File: src/sv/ivcp_pkg.sv
// Package for the interleaved VLC codeword parser: field widths, payload types and
// the reset value of the start code threshold. No dependencies.
`default_nettype none
package ivcp_pkg;

   localparam int BYTE_W     = 8;
   localparam int LEN_W      = 6;
   localparam int INFO_W     = 31;
   localparam int SYM_IDX_W  = 11;
   localparam logic [LEN_W-1:0] START_CODE_MIN_RESET = 6'd31;

   typedef logic [BYTE_W-1:0] byte_type;

   // One decoded codeword. The last_of_byte mark is added at the output stage.
   typedef struct packed {
      logic [LEN_W-1:0]     code_length;
      logic [INFO_W-1:0]    info_word;
      logic                 is_start_code;
      logic                 end_of_sequence;
      logic                 code_too_long;
      logic                 slice_overflow;
      logic [SYM_IDX_W-1:0] symbol_index;
   } code_type;

   // Hand-off from the front queue to the bit engine.
   typedef struct packed {
      logic     valid;
      byte_type data;
   } queue_head_type;

endpackage
`default_nettype wire

File: src/sv/ivcp_channels.sv
// Valid/ready channel interfaces for stream bytes and decoded codewords.
// Depends on ivcp_pkg.
`default_nettype none
interface ivcp_req_if import ivcp_pkg::*; ();
   logic     valid;
   logic     ready;
   byte_type stream_byte;

   modport source (output valid, output stream_byte, input ready);
   modport sink   (input valid, input stream_byte, output ready);
endinterface

interface ivcp_rsp_if import ivcp_pkg::*; ();
   logic                 valid;
   logic                 ready;
   logic [LEN_W-1:0]     code_length;
   logic [INFO_W-1:0]    info_word;
   logic                 is_start_code;
   logic                 end_of_sequence;
   logic                 code_too_long;
   logic                 slice_overflow;
   logic [SYM_IDX_W-1:0] symbol_index;
   logic                 last_of_byte;

   modport source (output valid, output code_length, output info_word,
                   output is_start_code, output end_of_sequence, output code_too_long,
                   output slice_overflow, output symbol_index, output last_of_byte,
                   input ready);
   modport sink   (input valid, input code_length, input info_word,
                   input is_start_code, input end_of_sequence, input code_too_long,
                   input slice_overflow, input symbol_index, input last_of_byte,
                   output ready);
endinterface
`default_nettype wire

File: src/sv/ivcp_front.sv
// Front end of the parser: accepts stream bytes into a two-entry queue.
// Depends on ivcp_pkg and ivcp_channels.
`default_nettype none
module ivcp_front import ivcp_pkg::*; (
   input  wire logic   clock,
   input  wire logic   reset,
   ivcp_req_if.sink    req_if,
   output queue_head_type head,
   input  wire logic   pop
);

   byte_type   entry_ff [2];
   logic       wr_ptr_ff, wr_ptr_in;
   logic       rd_ptr_ff, rd_ptr_in;
   logic [1:0] count_ff,  count_in;
   logic       push;

   assign req_if.ready = (count_ff != 2'd2);
   assign push         = req_if.valid && req_if.ready;
   assign head.valid   = (count_ff != 2'd0);
   assign head.data    = entry_ff[rd_ptr_ff];

   always_comb begin
      wr_ptr_in = push ? ~wr_ptr_ff : wr_ptr_ff;
      rd_ptr_in = pop  ? ~rd_ptr_ff : rd_ptr_ff;
      count_in  = count_ff + {1'b0, push} - {1'b0, pop};
   end

   always_ff @(posedge clock) begin
      if (reset) begin
         wr_ptr_ff <= 1'b0;
         rd_ptr_ff <= 1'b0;
         count_ff  <= 2'd0;
      end else begin
         wr_ptr_ff <= wr_ptr_in;
         rd_ptr_ff <= rd_ptr_in;
         count_ff  <= count_in;
      end
   end

   always_ff @(posedge clock) begin
      if (push) begin
         entry_ff[wr_ptr_ff] <= req_if.stream_byte;
      end
   end

endmodule
`default_nettype wire

File: src/sv/ivcp_back.sv
// Back end: walks each byte one bit per cycle unless stalled, builds codewords and
// delivers them via a hold stage and output register. Depends on ivcp_pkg, ivcp_channels.
`default_nettype none
module ivcp_back import ivcp_pkg::*; #(
   parameter int MAX_CODE_LEN = 63,
   parameter int MAX_SYMBOLS  = 1024
) (
   input  wire logic             clock,
   input  wire logic             reset,
   input  wire logic [LEN_W-1:0] start_code_min_length,
   input  wire queue_head_type   head,
   output logic                  pop,
   ivcp_rsp_if.source            rsp_if
);

   localparam int CNT_W = $clog2(MAX_SYMBOLS + 1);
   localparam int IDX_W = (CNT_W > SYM_IDX_W) ? CNT_W : SYM_IDX_W;
   localparam logic [CNT_W-1:0] MAX_SYM_C = CNT_W'(MAX_SYMBOLS);
   localparam logic [LEN_W:0]   MAX_LEN_C = (LEN_W+1)'(MAX_CODE_LEN);

   // Bit engine state.
   byte_type          shift_ff,  shift_in;
   logic [2:0]        bit_cnt_ff, bit_cnt_in;
   logic              busy_ff,   busy_in;
   logic              expect_ff, expect_in;
   logic [LEN_W-1:0]  plen_ff,   plen_in;
   logic [INFO_W-1:0] pinfo_ff,  pinfo_in;
   logic [CNT_W-1:0]  count_ff,  count_in;
   logic              seq_end_ff, seq_end_in;

   // Hold stage and output register.
   logic              hold_valid_ff, hold_valid_in;
   logic              hold_done_ff,  hold_done_in;
   code_type          hold_ff,       hold_in;
   logic              out_valid_ff,  out_valid_in;
   code_type          out_ff,        out_in;
   logic              out_last_ff,   out_last_in;

   // Per-bit decisions.
   logic              bit_v;
   logic [LEN_W-1:0]  len1;
   logic              gen;
   code_type          gen_res;
   logic              eos_now;
   logic              p_expect;
   logic [LEN_W-1:0]  p_plen;
   logic [INFO_W-1:0] p_pinfo;
   logic [CNT_W-1:0]  p_count;
   logic              p_seq_end;
   logic [IDX_W-1:0]  idx_wide;

   logic              out_free;
   logic              step;
   logic              byte_end;
   logic              hold_move;
   logic              seq_after;

   always_comb begin
      bit_v     = shift_ff[BYTE_W-1];
      len1      = plen_ff + 6'd1;
      gen       = 1'b0;
      gen_res   = '0;
      eos_now   = 1'b0;
      p_expect  = expect_ff;
      p_plen    = plen_ff;
      p_pinfo   = pinfo_ff;
      p_count   = count_ff;
      p_seq_end = seq_end_ff;
      idx_wide  = IDX_W'(count_ff);
      if (expect_ff) begin
         p_pinfo  = {pinfo_ff[INFO_W-2:0], bit_v};
         p_plen   = len1;
         p_expect = 1'b0;
      end else if (!bit_v) begin
         if (({1'b0, len1} + 7'd2) > MAX_LEN_C) begin
            gen                   = 1'b1;
            gen_res.code_too_long = 1'b1;
            p_plen                = '0;
            p_pinfo               = '0;
         end else begin
            p_plen   = len1;
            p_expect = 1'b1;
         end
      end else begin
         gen                 = 1'b1;
         gen_res.code_length = len1;
         gen_res.info_word   = pinfo_ff;
         p_plen              = '0;
         p_pinfo             = '0;
         if (len1 >= start_code_min_length) begin
            // A start code opens a new slice, or ends the sequence if its info LSB is set.
            gen_res.is_start_code   = 1'b1;
            gen_res.end_of_sequence = pinfo_ff[0];
            eos_now                 = pinfo_ff[0];
            p_count                 = pinfo_ff[0] ? '0 : CNT_W'(1);
            p_seq_end               = pinfo_ff[0];
         end else begin
            if (count_ff >= MAX_SYM_C) begin
               gen_res.slice_overflow = 1'b1;
               p_count                = MAX_SYM_C;
               idx_wide               = IDX_W'(MAX_SYM_C);
            end else begin
               p_count = count_ff + CNT_W'(1);
            end
            gen_res.symbol_index = idx_wide[SYM_IDX_W-1:0];
         end
      end
   end

   assign out_free  = !out_valid_ff || rsp_if.ready;
   assign step      = busy_ff && !(gen && hold_valid_ff && !out_free);
   assign byte_end  = busy_ff && ((bit_cnt_ff == 3'd7) || eos_now);
   assign pop       = head.valid && (!busy_ff || (step && byte_end));
   assign hold_move = hold_valid_ff && out_free && (hold_done_ff || (busy_ff && gen));
   assign seq_after = step ? p_seq_end : seq_end_ff;

   always_comb begin
      shift_in   = step ? {shift_ff[BYTE_W-2:0], 1'b0} : shift_ff;
      bit_cnt_in = step ? bit_cnt_ff + 3'd1 : bit_cnt_ff;
      busy_in    = busy_ff;
      if (pop) begin
         shift_in   = head.data;
         bit_cnt_in = 3'd0;
         busy_in    = !seq_after;
      end else if (step && byte_end) begin
         busy_in = 1'b0;
      end
      expect_in  = step ? p_expect : expect_ff;
      plen_in    = step ? p_plen : plen_ff;
      pinfo_in   = step ? p_pinfo : pinfo_ff;
      count_in   = step ? p_count : count_ff;
      seq_end_in = seq_after;
   end

   always_comb begin
      hold_valid_in = hold_valid_ff;
      hold_done_in  = hold_done_ff;
      hold_in       = hold_ff;
      if (step && gen) begin
         hold_valid_in = 1'b1;
         hold_done_in  = byte_end;
         hold_in       = gen_res;
      end else if (hold_move) begin
         hold_valid_in = 1'b0;
         hold_done_in  = 1'b0;
      end else if (step && byte_end && hold_valid_ff) begin
         hold_done_in = 1'b1;
      end
      out_valid_in = out_valid_ff;
      out_in       = out_ff;
      out_last_in  = out_last_ff;
      if (hold_move) begin
         out_valid_in = 1'b1;
         out_in       = hold_ff;
         out_last_in  = hold_done_ff;
      end else if (rsp_if.ready) begin
         out_valid_in = 1'b0;
      end
   end

   always_ff @(posedge clock) begin
      if (reset) begin
         busy_ff       <= 1'b0;
         bit_cnt_ff    <= 3'd0;
         expect_ff     <= 1'b0;
         plen_ff       <= '0;
         pinfo_ff      <= '0;
         count_ff      <= '0;
         seq_end_ff    <= 1'b0;
         hold_valid_ff <= 1'b0;
         hold_done_ff  <= 1'b0;
         out_valid_ff  <= 1'b0;
      end else begin
         busy_ff       <= busy_in;
         bit_cnt_ff    <= bit_cnt_in;
         expect_ff     <= expect_in;
         plen_ff       <= plen_in;
         pinfo_ff      <= pinfo_in;
         count_ff      <= count_in;
         seq_end_ff    <= seq_end_in;
         hold_valid_ff <= hold_valid_in;
         hold_done_ff  <= hold_done_in;
         out_valid_ff  <= out_valid_in;
      end
   end

   always_ff @(posedge clock) begin
      shift_ff    <= shift_in;
      hold_ff     <= hold_in;
      out_ff      <= out_in;
      out_last_ff <= out_last_in;
   end

   assign rsp_if.valid           = out_valid_ff;
   assign rsp_if.code_length     = out_ff.code_length;
   assign rsp_if.info_word       = out_ff.info_word;
   assign rsp_if.is_start_code   = out_ff.is_start_code;
   assign rsp_if.end_of_sequence = out_ff.end_of_sequence;
   assign rsp_if.code_too_long   = out_ff.code_too_long;
   assign rsp_if.slice_overflow  = out_ff.slice_overflow;
   assign rsp_if.symbol_index    = out_ff.symbol_index;
   assign rsp_if.last_of_byte    = out_last_ff;

endmodule
`default_nettype wire

File: src/sv/interleaved_vlc_codeword_parser.sv
// Top level of the interleaved VLC codeword parser: threshold register, front queue
// and back bit engine. Depends on ivcp_pkg, ivcp_channels, ivcp_front and ivcp_back.
//
//   Channel   Direction  Handshake                     Carries
//   req_if    in         valid/ready                   stream_byte
//   rsp_if    out        valid/ready                   one decoded codeword per item
//   csr_*     in         write enable, no wait         start_code_min_length
//
// The bit engine walks one byte at a time, one bit per cycle unless stalled, and ends
// a byte early at the end of sequence. It loads the next byte as it walks the last bit;
// an idle engine loads a byte before walking it, and bytes after the end of sequence
// are dropped. A codeword waits in the hold stage until the next codeword of its byte
// completes, when it moves to the output register at once, or until the byte ends, when
// it is marked last and moves once the output register is free. Reset is synchronous
// and active high. The engine stalls only when a new codeword finds both the hold stage
// and the output register full; the two-entry queue keeps taking bytes meanwhile.
`default_nettype none
module interleaved_vlc_codeword_parser import ivcp_pkg::*; #(
   parameter int MAX_CODE_LEN = 63,
   parameter int MAX_SYMBOLS  = 1024
) (
   input  wire logic             clock,
   input  wire logic             reset,
   input  wire logic             csr_write_enable,
   input  wire logic [LEN_W-1:0] csr_write_data,
   ivcp_req_if.sink              req_if,
   ivcp_rsp_if.source            rsp_if
);

   // Codewords at least this long are start codes.
   logic [LEN_W-1:0] start_min_ff, start_min_in;
   queue_head_type   head;
   logic             pop;

   always_comb begin
      start_min_in = csr_write_enable ? csr_write_data : start_min_ff;
   end

   always_ff @(posedge clock) begin
      if (reset) begin
         start_min_ff <= START_CODE_MIN_RESET;
      end else begin
         start_min_ff <= start_min_in;
      end
   end

   // The front queue decouples byte arrival from the bit engine.
   ivcp_front u_front (
      .clock  (clock),
      .reset  (reset),
      .req_if (req_if),
      .head   (head),
      .pop    (pop)
   );

   // The back end decodes codewords and marks the final result of each byte.
   ivcp_back #(
      .MAX_CODE_LEN (MAX_CODE_LEN),
      .MAX_SYMBOLS  (MAX_SYMBOLS)
   ) u_back (
      .clock                 (clock),
      .reset                 (reset),
      .start_code_min_length (start_min_ff),
      .head                  (head),
      .pop                   (pop),
      .rsp_if                (rsp_if)
   );

endmodule
`default_nettype wire

File: src/flat_wrapper.sv
// flat-port wrapper written by rule: the top's interface ports become plain ports
module interleaved_vlc_codeword_parser_flat import ivcp_pkg::*;
#(
   parameter int MAX_CODE_LEN = 63,
   parameter int MAX_SYMBOLS  = 1024
)
  (clock, reset, csr_write_enable, csr_write_data, req_if_valid, req_if_stream_byte, req_if_ready, rsp_if_valid, rsp_if_code_length, rsp_if_info_word, rsp_if_is_start_code, rsp_if_end_of_sequence, rsp_if_code_too_long, rsp_if_slice_overflow, rsp_if_symbol_index, rsp_if_last_of_byte, rsp_if_ready);
  ivcp_req_if req_if_i ();
  ivcp_rsp_if rsp_if_i ();
  input  wire logic clock;
  input  wire logic reset;
  input  wire logic csr_write_enable;
  input  wire logic [LEN_W-1:0] csr_write_data;
  input wire logic [$bits(req_if_i.valid)-1:0] req_if_valid;
  input wire logic [$bits(req_if_i.stream_byte)-1:0] req_if_stream_byte;
  output wire logic [$bits(req_if_i.ready)-1:0] req_if_ready;
  output wire logic [$bits(rsp_if_i.valid)-1:0] rsp_if_valid;
  output wire logic [$bits(rsp_if_i.code_length)-1:0] rsp_if_code_length;
  output wire logic [$bits(rsp_if_i.info_word)-1:0] rsp_if_info_word;
  output wire logic [$bits(rsp_if_i.is_start_code)-1:0] rsp_if_is_start_code;
  output wire logic [$bits(rsp_if_i.end_of_sequence)-1:0] rsp_if_end_of_sequence;
  output wire logic [$bits(rsp_if_i.code_too_long)-1:0] rsp_if_code_too_long;
  output wire logic [$bits(rsp_if_i.slice_overflow)-1:0] rsp_if_slice_overflow;
  output wire logic [$bits(rsp_if_i.symbol_index)-1:0] rsp_if_symbol_index;
  output wire logic [$bits(rsp_if_i.last_of_byte)-1:0] rsp_if_last_of_byte;
  input wire logic [$bits(rsp_if_i.ready)-1:0] rsp_if_ready;
  assign req_if_i.valid = req_if_valid;
  assign req_if_i.stream_byte = req_if_stream_byte;
  assign req_if_ready = req_if_i.ready;
  assign rsp_if_valid = rsp_if_i.valid;
  assign rsp_if_code_length = rsp_if_i.code_length;
  assign rsp_if_info_word = rsp_if_i.info_word;
  assign rsp_if_is_start_code = rsp_if_i.is_start_code;
  assign rsp_if_end_of_sequence = rsp_if_i.end_of_sequence;
  assign rsp_if_code_too_long = rsp_if_i.code_too_long;
  assign rsp_if_slice_overflow = rsp_if_i.slice_overflow;
  assign rsp_if_symbol_index = rsp_if_i.symbol_index;
  assign rsp_if_last_of_byte = rsp_if_i.last_of_byte;
  assign rsp_if_i.ready = rsp_if_ready;
  interleaved_vlc_codeword_parser #(.MAX_CODE_LEN(MAX_CODE_LEN), .MAX_SYMBOLS(MAX_SYMBOLS)) u_core (.clock(clock), .reset(reset), .csr_write_enable(csr_write_enable), .csr_write_data(csr_write_data), .req_if(req_if_i), .rsp_if(rsp_if_i));
endmodule
File: config.mk
export PLATFORM = sky130hd
export DESIGN_NAME = interleaved_vlc_codeword_parser_flat
export DESIGN_NICKNAME = d
export VERILOG_FILES = /design/src/sv/ivcp_pkg.sv /design/src/sv/ivcp_channels.sv /design/src/sv/ivcp_front.sv /design/src/sv/ivcp_back.sv /design/src/sv/interleaved_vlc_codeword_parser.sv /design/src/flat_wrapper.sv
export SDC_FILE = /design/constraint.sdc
export NUM_CORES = 1
export LEC_CHECK = 0
export BUFFER_PORTS_ARGS = -buffer_cell sky130_fd_sc_hd__buf_2
export CORE_UTILIZATION = 43
export DETAILED_ROUTE_END_ITERATION = 16
export PLACE_DENSITY = 0.65
export SLEW_MARGIN = 20
export SYNTH_ARGS = -nofsm -noshare
export SYNTH_HDL_FRONTEND = slang
export SYNTH_SLANG_ARGS = --single-unit
File: constraint.sdc
create_clock -name clock -period 9.43 [get_ports clock]
set_input_delay 1.886 -clock clock [delete_from_list [all_inputs] [get_ports clock]]
set_output_delay 1.886 -clock clock [all_outputs]
set_load 0.005 [all_outputs]
### Word level (Yosys, flattened, before mapping)

Memory sizes are Yosys's and may differ from the RTL's. A register that Yosys moved wholly into a read port is not among the register bits.
Index checks and enable logic that the tools add are counted.

| word-level totals | value |
|---|---|
| RAM bits | 16 |
| memories kept | 1 |
| register bits after elaboration | 180 |

| operators by class | value |
|---|---|
| muxes and demuxes | 40 |
| order comparisons | 3 |
| reductions and logical operators | 36 |
| equal/unequal tests | 2 |
| bitwise operators | 5 |
| add/subtract/negate cells | 6 |

Memories:

| name | depth | width | rd ports | clocked after Yosys merged registers in | wr ports | RTL line | RTL |
|---|---|---|---|---|---|---|---|
| u_core.u_front.entry_ff | 2 | 8 | 1 | 1 | 1 | ivcp_front.sv:12 | `byte_type entry_ff [2];` |

Operators by type and width:

| cell | number |
|---|---|
| $mux 31 | 3 |
| $mux 11 | 3 |
| $mux 1 | 28 |
| $mux 6 | 3 |
| $mux 8 | 2 |
| $logic_and 1x1->1 | 12 |
| $add 11x1->11 const B | 1 |
| $ge 11x11->1 const B | 1 |
| $reduce_bool 2->1 | 5 |
| $add 6x2->7 const B | 1 |
| $gt 7x6->1 const B | 1 |
| $add 6x1->6 const B | 1 |
| $ge 6x6->1 | 1 |
| $reduce_bool 3->1 | 2 |
| $reduce_or 2->1 | 3 |
| $reduce_or 3->1 | 2 |
| $logic_not 1->1 | 5 |
| $not 1->1 | 5 |
| $logic_or 1x1->1 | 4 |
| $reduce_or 4->1 | 1 |
| $add 3x1->3 const B | 1 |
| $eq 3x3->1 const B | 1 |
| $reduce_and 3->1 | 1 |
| $add 2x1->2 | 1 |
| other kinds (4) | 4 |

### Logic depth before layout (Yosys ltp)

Gate-level depths: netlist (run 1).

| logic depth | value |
|---|---|
| depth in word-level cells | 15 |
| mapped depth | 17 |
| depth with buffers taken out | 16 |

### Cells and area by module

A second synthesis (run 1) with hierarchy kept.

| unflattened totals | value |
|---|---|
| cells, all modules | 536 |
| area, all modules | 7514.7 sq um |

By module, submodules not included:

| module | area each (sq um) | times used | seq. area each (sq um) | cells each |
|---|---|---|---|---|
| ivcp_back | 6452.4 | 1 | 4474.3 | 463 |
| ivcp_front | 830.8 | 1 | 580.6 | 54 |
| interleaved_vlc_codeword_parser | 231.5 | 1 | 120.1 | 19 |

### Worst setup path before layout (run 1)

No wires, ideal clock.

| timing path | value |
|---|---|
| path type | register to register |
| from | reg u_core.u_back.plen_ff[0] |
| to | reg u_core.u_back.out_ff, in the netlist u_core.u_back.rsp_if.code_length[0] (enable) |
| arrival | 4.670 ns |
| library setup time | 0.479 ns |
| clock period less this slack | 5.149 ns |
| stages on the path, launching flop included | 10 |
| setup slack | 4.281 ns |
| cell sequence | dfxtp_1 ha_1 xor2_2 ha_1 nand2_1 nand3_1 a2111o_1 a31oi_4 nand2_1 a21oi_1 |

| on the way | value |
|---|---|
| word-level cells in the longest chain between the ends | 9 |

RTL lines:

| item | RTL line | RTL |
|---|---|---|
| from (decl) | ivcp_back.sv:26 | `logic [LEN_W-1:0] plen_ff, plen_in;` |
| from (signal assigned) | ivcp_back.sv:177 | `plen_ff <= plen_in;` |
| $add 6x1->6 | ivcp_back.sv:60 | `len1 = plen_ff + 6'd1;` |
| net u_core.u_back.len1[2] | ivcp_back.sv:41 | `logic [LEN_W-1:0] len1;` |
| $add 6x2->7 | ivcp_back.sv:75 | `if (({1'b0, len1} + 7'd2) > MAX_LEN_C) begin` |
| $gt 7x6->1 | ivcp_back.sv:75 |  |
| $mux 1 | ivcp_back.sv:75 |  |
| $mux 1 | ivcp_back.sv:74 | `end else if (!bit_v) begin` |
| $mux 1 | ivcp_back.sv:70 | `if (expect_ff) begin` |
| $logic_and 1x1->1 | ivcp_back.sv:114 | `assign hold_move = hold_valid_ff && out_free && (hold_done_ff \|\| (busy_ff && gen));` |
| $logic_or 1x1->1 | ivcp_back.sv:114 |  |
| $logic_and 1x1->1 | ivcp_back.sv:114 |  |
| net u_core.u_back.hold_move | ivcp_back.sv:55 | `logic hold_move;` |
| to (signal assigned) | ivcp_back.sv:190 | `out_ff <= out_in;` |
| to (decl) | ivcp_back.sv:36 | `code_type out_ff, out_in;` |

The timed path passes the listed nets, and every way through them passes these cells.
A chain may end at the register's enable or synchronous reset.

### Final worst setup path (run 1)

| timing path | value |
|---|---|
| from | reg u_core.u_back.plen_ff[0] |
| to | reg u_core.u_front.count_ff[1] |

| on the way | value |
|---|---|
| word-level cells in the longest chain between the ends | 14 |
| elaborated cells between the ends (all ways) | 20 |
| those cells by class | add/sub (3); order compare (2); mux (6); reduce/logical (9) |

RTL lines:

| item | RTL line | RTL |
|---|---|---|
| $add 6x1->6 (*) | ivcp_back.sv:60 |  |
| net u_core.u_back.len1[4] | ivcp_back.sv:41 |  |
| $add 6x2->7 | ivcp_back.sv:75 |  |
| $gt 7x6->1 | ivcp_back.sv:75 |  |
| $mux 1 | ivcp_back.sv:75 |  |
| $mux 1 | ivcp_back.sv:74 |  |
| $mux 1 | ivcp_back.sv:70 |  |
| $logic_and 1x1->1 (2 in a row) | ivcp_back.sv:111 | `assign step = busy_ff && !(gen && hold_valid_ff && !out_free);` |
| $logic_not 1->1 | ivcp_back.sv:111 |  |
| $logic_and 1x1->1 | ivcp_back.sv:111 |  |
| $logic_and 1x1->1 (*) | ivcp_back.sv:113 | `assign pop = head.valid && (!busy_ff \|\| (step && byte_end));` |
| $logic_or 1x1->1 (*) | ivcp_back.sv:113 |  |
| $logic_and 1x1->1 (*) | ivcp_back.sv:113 |  |
| $sub 2x1->2 (*) | ivcp_front.sv:26 | `count_in = count_ff + {1'b0, push} - {1'b0, pop};` |
| to (signal assigned) | ivcp_front.sv:37 | `count_ff <= count_in;` |
| to (decl) | ivcp_front.sv:15 | `logic [1:0] count_ff, count_in;` |

The timed path passes the listed nets; every way through them passes the cells marked *.

==> results of run 1 <==
where the power goes:
| part | total [µW] | internal [µW] | switching [µW] |
|---|---|---|---|
| registers | 1080 | 1020 | 56.2 |
| clock network | 718 | 398 | 320 |
| logic | 443 | 147 | 296 |
cells by family (layout without fill, tap and decap cells):
kind of cell	Yosys count	count (layout)
AO/OA/AOI/OAI	120	120
adder cells (fa/ha/maj)	16	16
XOR/XNOR	15	15
multiplexers	20	20
AND/OR/NAND/NOR	181	181
buffers and inverters	53	130
flip-flops	195	195
synthesized netlist by cell type, drive strengths merged, types with 5 or more instances:
master / count
a21oi: 46
a311oi: 32
a31oi: 5
and2: 42
buf: 9
clkbuf: 24
dfxtp: 68
edfxtp: 127
ha: 16
inv: 20
mux2: 16
nand2: 57
nand3: 14
nor2: 32
nor2b: 6
nor3: 8
o211ai: 7
o21ai: 8
xor2: 12
cell usage in the layout (no fill, tap or decap), types with 3 or more instances in the layout:
cell type	instances
nand2_1	56
mux2i_1	4
mux2_4	5
clkinv_4	3
edfxtp_1	127
buf_2	73
inv_6	3
clkbuf_16	17
nor2_1	32
xnor2_1	3
nand3_1	14
nand4_1	3
buf_4	5
inv_8	3
and4_1	3
dfxtp_1	68
mux2_2	11
and2_1	40
xor2_1	11
nor2b_1	5
o31a_1	3
inv_1	20
o21ai_0	8
nand2b_1	4
ha_1	16
or3_1	3
clkinvlp_4	3
a211oi_1	4
a311oi_1	32
o211ai_1	7
a21oi_1	45
nor3_1	8
state kept, by name, summed over array words and instances (netlist names), 8 cells and up, named ones only:
signal and cells:
u_core.u_back.count_ff 11, u_core.u_back.hold_ff 51, u_core.u_back.pinfo_ff 31, u_core.u_back.rsp_if.info_word 31
u_core.u_back.rsp_if.symbol_index 10, u_core.u_back.shift_ff 8, u_core.u_front.entry_ff 16
routing by layer:
metal,global-route usage,wire [µm],up-vias
met5,0,0,-
met4,0.0698,256,0
met3,0.0369,557,16
met2,0.249,6470,93
met1,0.193,5990,2270
li1,-,-,2344
final cells by class:
type                            instances  area (µm²)
Inverter                               20        75.1
Tap cell                              225         282
Multi-Input combinational cell        352        2380
Clock buffer                           17         425
Sequential cell                       195        5170
Clock inverter                         15         173
Timing Repair Buffer                   78         403
Fill cell                            1508        8510
per-stage QoR:
step	cells	instance area, µm²
floorplan	600	7740
global placement	870	8310
detailed placement	870	8310
CTS	902	8900
global route	902	8910
finish	902	8910
worst max path at each step:
stage / startpoint / endpoint / slack, ns / depth (start not counted)
after floorplan: u_core.u_back.plen_ff[0] / u_core.u_back.rsp_if.code_length[0] / 4.28 / 9
after global placement: rsp_if_ready / u_core.u_front.count_ff[1] / 5.45 / 11
after detailed placement: u_core.u_back.plen_ff[0] / u_core.u_front.count_ff[1] / 5.39 / 14
after CTS: u_core.u_back.plen_ff[0] / u_core.u_front.count_ff[1] / 5.37 / 14
after global routing: u_core.u_back.plen_ff[0] / u_core.u_front.count_ff[1] / 5.03 / 14
final: u_core.u_back.plen_ff[0] / u_core.u_front.count_ff[1] / 5.37 / 14
critical path, cell delays in order (launching register included):
cell and delay [ns]:
dfxtp_1 0.47, ha_1 0.30, nand3_1 0.13, xor2_1 0.35
inv_1 0.20, ha_1 0.32, nand2_1 0.13, o31a_1 0.35
a221oi_4 0.76, ha_1 0.37, inv_1 0.06, ha_1 0.14
xor2_1 0.18, xnor2_1 0.14, nor2_1 0.05
==> qor.csv, run 1 <==
metric,value,unit
Worst-Skew Late Latency,0.43,ns
cell depth of the worst hold path,0,
Via density,5.24,
Core ar.,17400,µm²
"Clk pin slew, worst setup/hold paths",0.07,ns
IO Pins,74,
CTS Hold Buffers Added,0,
die height,136,µm
first-pass GRT wire length,21800,µm
main combinational cell family by area after synthesis,simple AND/OR/NAND/NOR gates,
status,completed,
CTS tree,built,
worst r2r src,u_core.u_back.plen_ff[0],
r2r endpoint,u_core.u_front.count_ff[1],
PortBufs,73,
drt drc,0,
Setup Crit Path Kind,reg2reg,
Min-Delay Endpoint,u_core.u_back.rsp_if.info_word[7],
Fin. Hold Viols,0,
post-synth cell types,54,
post-synthesis instance area,7740,µm²
post-synthesis sequential area ratio,0.668,
Worst Tran Pin Value,1.03,ns
Leak,0.00314,µW
Setup TNS,0,ns
initial antenna violation count,0,
"Power, Total",2240,µW
Final setup viols,0,
RSZ-0062 raised after global routing,no,
FMAX,0.246,GHz
Post-synth EDFFs,127,
total congestion overflow,0,
Seq cells post-synth,195,
period utilization,0.430,
number of setup buffers added after CTS,0,
Yosys top cell area share,0.493,
DRT Pass-1 Iters,7,
Rel. slew slack,0.315,
CP Launch Type,flop,
die area,18500,µm²
R2R depth,14,
hold_ws,0.420,ns
# rows,48,
vias in the first global route,4488,
DP Worst Slack,5.39,ns
Total GRT Usage,0.153,
cts repair resizes,0,
simple-gate share of the synthesized area,0.118,
CP Capture Type,flop,
syn nets,635,
deepest clock path buffer count,2,
Yosys warning count,0,
Worst Path Arrival,4.36,ns
Vias,4723,
syn_area_per_cell,12.9,µm²
final core utilization,0.512,
XOR/XNOR Fraction of Synth Area,0.0179,
routed len/inst,14.7,µm
die width,136,µm
CP Max Fanout,15,
total CTS buffers,17,
cell taking the most area after synthesis,edfxtp_1,
CP required,9.73,ns
fin worst setup slack,5.37,ns
largest net degree at the start of global routing,63,
VDD IR-drop max,0.000159,V
hold crit path type,reg2reg,
Adder-Cell Fraction of Synth Area,0.0259,
# Max-Cap Violations,0,
layout cells sized above 1,0.202,
reg2reg setup slack,5.37,ns
H-tree Lvls,4,
post-DP HPWL,8710,µm
Period minus WS final,4.06,ns
initial DRC count,356,
complex-gate fraction of the synthesized area,0.111,
area delta synth->final,15.1,%
fraction of synthesized area in multiplexers,0.0309,
gpl congestion,0.835,
layout net count,699,
Antenna diodes,0,
final WL,13300,µm
Pwr Density,252,nW/µm²
"antenna viol nets, final",0,
Initial Util,0.444,
Synth Instances,600,
Clk Tree Root Cell,clkbuf_16,
pins over their slew limit,0,
CTS Sinks,195,
Post-synth ARST share,0,
dominant synthesized flop cell,edfxtp_1,
worst hold start,u_core.u_back.hold_ff[22],
worst clock skew,0.0119,ns
"top cells by area, synth","edfxtp_1, dfxtp_1, a311oi_1",
Power figures use the tool's default switching activity.
==> run 2, diff against run 1 <==
PLACE_DENSITY = 0.67   (was 0.65)
clock period = 3.7 ns   (was 9.43 ns; I/O delays follow)
==> qor.csv, run 2 (synthesized netlist as in run 1, its figures left out) <==
metric,value,unit,change
status,completed,,
internal power,3960,µW,+150%
Comb pwr share,0.209,,+0.011
VDD IR-drop max,0.000480,V,+200%
CP required,3.83,ns,-5.90 ns
DRT Pass-1 Iters,5,,-2
final WL,13500,µm,+1.5%
Min-Delay Endpoint,u_core.u_back.rsp_if.info_word[1],,
CP Capture Type,flop,,
area delta synth->final,15.8,%,
initial antenna violation count,0,,unchanged
period utilization,0.938,,+0.507
r2r endpoint,u_core.u_back.shift_ff[5],,
# Max-Cap Violations,0,,unchanged
Worst-Skew Late Latency,0.43,ns,about the same
CTS Hold Buffers Added,0,,unchanged
die area,18500,µm²,unchanged
CP Max Fanout,14,,-1
Via density,5.22,,-0.21%
IO Pins,74,,unchanged
hold crit path type,reg2reg,,
largest net degree at the start of global routing,63,,unchanged
die width,136,µm,unchanged
PortBufs,73,,unchanged
Initial Util,0.444,,unchanged
Antenna diodes,0,,unchanged
Worst Path Arrival,3.60,ns,-0.76 ns
Total GRT Usage,0.156,,+0.00215
"commonest non-fill, non-tap cell in the layout",edfxtp_1,,
Largest Register,u_core.u_back.hold_ff,,
reg2reg setup slack,0.23,ns,-5.14 ns
drt drc,0,,unchanged
worst hold start,u_core.u_back.hold_ff[16],,
Core ar.,17400,µm²,unchanged
Finished Layout Cells,907,,+0.55%
initial DRC count,336,,-5.6%
"Clk pin slew, worst setup/hold paths",0.07,ns,about the same
CTS tree,built,,
post-DP HPWL,9050,µm,+3.9%
worst r2r src,u_core.u_back.plen_ff[2],,
P_sw,1730,µW,+160%
die height,136,µm,unchanged
GR met2 Demand/Resource,0.260,,+0.0110
pins over their slew limit,0,,unchanged
H-tree Lvls,4,,unchanged
GR peak layer,met2,,
"antenna viol nets, final",0,,unchanged
CTS Sinks,195,,unchanged
Sw Share,0.304,,+0.00398
Rel. slew slack,0.328,,+0.0135
Seq pwr share,0.481,,about the same
worst clock skew,0.00865,ns,-0.00325 ns
Setup TNS,0,ns,unchanged
Fin. Hold Viols,0,,unchanged
layout net count,704,,+0.72%
RSZ-0062 raised after global routing,no,,
CP startpoint,u_core.u_back.plen_ff[2],,
grt met1 use,0.194,,+0.000631
cell depth of the worst hold path,0,,unchanged
Leak,0.00316,µW,+0.71%
gpl congestion,0.834,,-0.12%
first-pass GRT wire length,22000,µm,+1.1%
placed cell count,875,,+0.57%
max FFs per register,51,,unchanged
total CTS buffers,17,,unchanged
CP Launch Type,flop,,
Setup Crit Path Kind,reg2reg,,
Worst Tran Pin Value,1.01,ns,-0.0202 ns
routed len/inst,14.8,µm,+0.94%
vias in the first global route,4495,,+0.16%
# rows,48,,unchanged
most frequent cells in the layout,"edfxtp_1, buf_2, dfxtp_1, nand2_1, a21oi_1",,
Period minus WS final,3.47,ns,-0.590 ns
layout cells sized above 1,0.210,,+0.00731
Final setup viols,0,,unchanged
Clk Tree Root Cell,clkbuf_16,,
FMAX,0.288,GHz,+17%
R2R depth,12,,-2
global routing met3 resource utilization,0.0388,,+0.00186
Vias,4739,,+0.34%
clock share of power,0.311,,-0.009
deepest clock path buffer count,2,,unchanged
Pwr Density,635,nW/µm²,+150%
total congestion overflow,0,,unchanged
==> run 2: changes by cell type in the layout (fill, tap and decap cells not counted), sizes merged <==
| cell | previous run | this run |
|---|---|---|
| inv | 26 | 24 |
| clkinvlp | 3 | 2 |
| bufinv | 2 | 1 |
| buf | 78 | 83 |
| clkinv | 4 | 7 |
| clkbuf | 17 | 18 |
==> run 2: metrics by stage <==
stage / instance area, µm² / worst slack, ns / utilization / total power, µW / hold WS, ns
after floorplan: 7750 / 0.0487 / - / 3650 / 0.400
after global placement: 8370 / 0.351 / 0.480 / 3930 / 0.400
after detailed placement: 8370 / 0.214 / 0.480 / 3970 / 0.405
after CTS: 8950 / 0.182 / 0.514 / 5740 / 0.421
after global routing: 8960 / 0.000755 / 0.515 / 5960 / 0.428
final: 8960 / 0.231 / 0.515 / 5690 / 0.419
==> run 2: worst max path at each step <==
stage | endpoint | slack, ns | depth (start not counted)
2_1_floorplan | u_core.u_back.hold_ff[0] | 0.05 | 8
3_3_place_gp | u_core.u_front.count_ff[1] | 0.35 | 14
3_5_place_dp | u_core.u_back.shift_ff[4] | 0.21 | 12
4_1_cts | u_core.u_back.shift_ff[5] | 0.18 | 12
5_1_grt | u_core.u_back.shift_ff[5] | 0.0008 | 12
6_report | u_core.u_back.shift_ff[5] | 0.23 | 12
==> run 2: layer usage <==
metal	vias up	part of all wire
li1	2345	-
met1	2276	0.46
met2	102	0.48
met3	16	0.043
met4	0	0.013
met5	-	0
==> run 2: repair_timing <==
item | in CTS | in global routing
hold endpoints to repair | 0 | 0
endpoints found under the setup margin | 0 | 9
gates resized for setup | 0 | 2
setup buffers | 0 | 0
==> run 2: critical path: stages (launching register included) <==
cell,delay [ns]
dfxtp_1,0.45
and4_1,0.28
nand2_1,0.08
xor2_1,0.27
inv_1,0.12
ha_1,0.35
a21oi_1,0.29
nor2_1,0.07
nor2_1,0.09
o31a_1,0.30
a221oi_4,0.12
buf_4,0.22
or3_1,0.52
==> run 2: cell type report <==
cell class              count  area (µm²)
well taps                 225         282
multi-input cells         352        2380
flip-flops and latches    195        5170
repair buffers             83         465
clock buffers              18         429
inverters                  20        75.1
fillers                  1502        8460
clock inverters            14         150
==> run 2: power by group through the flow <==
| stage | combinational, µW | clock, µW | sequential [µW] |
|---|---|---|---|
| final | 1190 | 1770 | 2730 |
| after global routing | 1310 | 1900 | 2760 |
| after CTS | 1190 | 1810 | 2740 |
| after detailed placement | 1190 | 0 | 2780 |
| after global placement | 1150 | 0 | 2770 |
| after floorplan | 928 | 0 | 2720 |
==> run 3, diff against run 2 <==
ABC_AREA = 1   (was unset)
CORE_ASPECT_RATIO = 0.7   (was unset)
PLACE_DENSITY = 0.68   (was 0.67)
TNS_END_PERCENT = 50   (was unset)
==> qor.csv, run 3 <==
metric,value,unit,change
hold crit path type,reg2reg,,
"Clk pin slew, worst setup/hold paths",0.07,ns,about the same
Largest Register,u_core.u_back.hold_ff,,
worst hold start,u_core.u_back.hold_ff[12],,
FMAX,0.301,GHz,+4.5%
Setup TNS,0,ns,unchanged
drt drc,0,,unchanged
area delta synth->final,16.8,%,
syn_area_per_cell,12.1,µm²,-6.4%
Min-Delay Endpoint,u_core.u_back.rsp_if.code_too_long,,
Yosys warning count,0,,unchanged
placed instance area,8010,µm²,-4.2%
post-synthesis instance area,7390,µm²,-4.5%
max FFs per register,51,,unchanged
Post-synth ARST share,0,,unchanged
Via density,4.79,,-8.4%
CP peak stage delay,0.43,ns,-0.09 ns
Clk Tree Root Cell,clkbuf_16,,
CP Capture Type,flop,,
layout net count,728,,+3.4%
r2r endpoint,u_core.u_front.count_ff[1],,
H-tree Lvls,4,,unchanged
Worst Tran Pin Value,0.751,ns,-0.256 ns
Rel. slew slack,0.497,,+0.169
Final setup viols,0,,unchanged
final WL,12300,µm,-8.7%
DP Worst Slack,0.315,ns,+0.101 ns
total congestion overflow,0,,unchanged
Fin. Hold Viols,0,,unchanged
Antenna diodes,0,,unchanged
routed len/inst,13.2,µm,-11%
die width,159,µm,+17%
Yosys top cell area share,0.516,,+0.0231
VDD IR-drop max,0.000338,V,-30%
"top cells by area, synth","edfxtp_1, dfxtp_1, inv_1",,
Period minus WS final,3.32,ns,-0.150 ns
Synth top cells by count,"edfxtp_1, inv_1, nand2_1",,
CP required,4.06,ns,+0.23 ns
Core ar.,16500,µm²,-5.0%
reg2reg setup slack,0.38,ns,+0.15 ns
# rows,39,,-19%
R2R depth,22,,+10
CP Max Fanout,9,,-5
Synth Instances,612,,+2.0%
Worst-Skew Late Latency,0.43,ns,about the same
Initial Util,0.447,,+0.00255
syn nets,647,,+1.9%
worst r2r src,u_core.u_back.plen_ff[1],,
CP Launch Type,flop,,
Post-synth EDFFs,127,,unchanged
gpl congestion,0.840,,+0.68%
initial DRC count,311,,-7.4%
status,completed,,
post-DP HPWL,8370,µm,-7.5%
die height,112,µm,-18%
Worst Path Arrival,3.68,ns,+0.08 ns
first-pass GRT wire length,20400,µm,-7.3%
post-synth cell types,40,,-26%
cell taking the most area after synthesis,edfxtp_1,,
cell depth of the worst hold path,0,,unchanged
post-synthesis sequential area ratio,0.700,,+0.0313
IO Pins,74,,unchanged
largest net degree at the start of global routing,53,,-16%
CP Cell Sequence,ha_1 -> nand2_1 -> o21ai_1 -> nand2_1 -> inv_2 -> ha_1 -> nand2_1 -> inv_1 -> o211ai_1 -> nand3_1 -> nand2_1 -> inv_1 -> nor2_1 -> inv_1 -> a21boi_2 -> nor2_4 -> ha_1 -> inv_1 -> ha_1 -> xor2_1 -> o21ai_0 -> a21oi_1,,
dominant synthesized flop cell,edfxtp_1,,
deepest clock path buffer count,2,,unchanged
Leak,0.00327,µW,+3.4%
pins over their slew limit,0,,unchanged
CP max stage cell,dfxtp_1,,
Vias,4455,,-6.0%
"antenna viol nets, final",0,,unchanged
Final Instance Area,8640,µm²,-3.6%
period utilization,0.897,,-0.0406
vias in the first global route,4232,,-5.9%
# Max-Cap Violations,0,,unchanged
initial antenna violation count,0,,unchanged
fin worst setup slack,0.381,ns,+0.150 ns
die area,17700,µm²,-4.4%
Setup Crit Path Kind,reg2reg,,
Pwr Density,649,nW/µm²,+2.2%
layout cells sized above 1,0.228,,+0.0184
DRT Pass-1 Iters,5,,unchanged
Seq cells post-synth,195,,unchanged
Total GRT Usage,0.148,,-0.00751
PortBufs,73,,unchanged
CTS tree,built,,
"Power, Total",5600,µW,-1.5%
total CTS buffers,17,,unchanged
"commonest non-fill, non-tap cell in the layout",edfxtp_1,,
most common cell in the netlist,edfxtp_1,,
CTS Sinks,195,,unchanged
RSZ-0062 raised after global routing,no,,
most frequent cells in the layout,"edfxtp_1, inv_1, nand2_1, nor2_1, buf_2",,
worst clock skew,0.0153,ns,+0.00663 ns
[run 3: power breakdown]
group	switching (µW)	internal [µW]
registers	128	2680
clock network	843	1030
logic	638	280
total	1610	3990
[run 3: what timing repair did]
item | in CTS | in global routing
hold buffers | 0 | 0
endpoints found under the setup margin | 0 | 1
gates resized for setup | 0 | 1
setup buffers | 0 | 0
[run 3: layout make-up]
| type | instances | area, µm² |
|---|---|---|
| flip-flops and latches | 195 | 5180 |
| multi-input cells | 310 | 1790 |
| clock buffers | 18 | 429 |
| fillers | 1420 | 7900 |
| well taps | 225 | 282 |
| clock inverters | 14 | 195 |
| repair buffers | 78 | 428 |
| inverters | 91 | 342 |
[run 3: worst max path at each step]
stage                                   startpoint                                   to  slack (ns)  cells after the start
final                     u_core.u_back.plen_ff[1]           u_core.u_front.count_ff[1]        0.38                     22
after global routing      u_core.u_back.plen_ff[1]           u_core.u_front.count_ff[1]        0.03                     22
after floorplan           u_core.u_back.plen_ff[0]  u_core.u_back.rsp_if.code_length[0]        0.39                     16
after CTS                 u_core.u_back.plen_ff[0]           u_core.u_front.count_ff[1]        0.31                     22
after global placement    u_core.u_back.plen_ff[0]           u_core.u_front.count_ff[1]        0.49                     19
after detailed placement  u_core.u_back.plen_ff[0]           u_core.u_front.count_ff[1]        0.32                     22
[run 3: cell families after synthesis]
| family | synth area share |
|---|---|
| and+or+nand+nor | 0.125 |
| DFF | 0.700 |
| buffers and inverters | 0.0584 |
| AOI/OAI and AO/OA | 0.0695 |
| adders and majority gates | 0.0271 |
| muxes | 0.0120 |
| xor gates and xnor gates | 0.00812 |
[run 3: metal layers]
metal | GRT usage | wire length, µm | vias to the layer above
met5 | 0 | 0 | -
met4 | 0.0544 | 190 | 0
met3 | 0.0414 | 582 | 17
met2 | 0.231 | 5540 | 135
met1 | 0.198 | 5990 | 2079
li1 | - | - | 2224
[run 3: worst max-delay path: cells and delay by family, from the launching register on]
family | cells | cell delay (ns)
compound gates | 5 | 0.63
xor+xnor | 1 | 0.19
fa+ha+maj | 4 | 0.88
buf+inv | 5 | 0.36
flops | 1 | 0.43
simple gates | 7 | 0.76
[run 3: metrics by stage]
stage / utilization / hold slack, ns / instances
6_report: 0.522 / 0.419 / 931
5_1_grt: 0.522 / 0.429 / 931
4_1_cts: 0.522 / 0.422 / 931
3_5_place_dp: 0.484 / 0.406 / 899
3_3_place_gp: 0.484 / 0.405 / 899
2_1_floorplan: - / 0.400 / 612
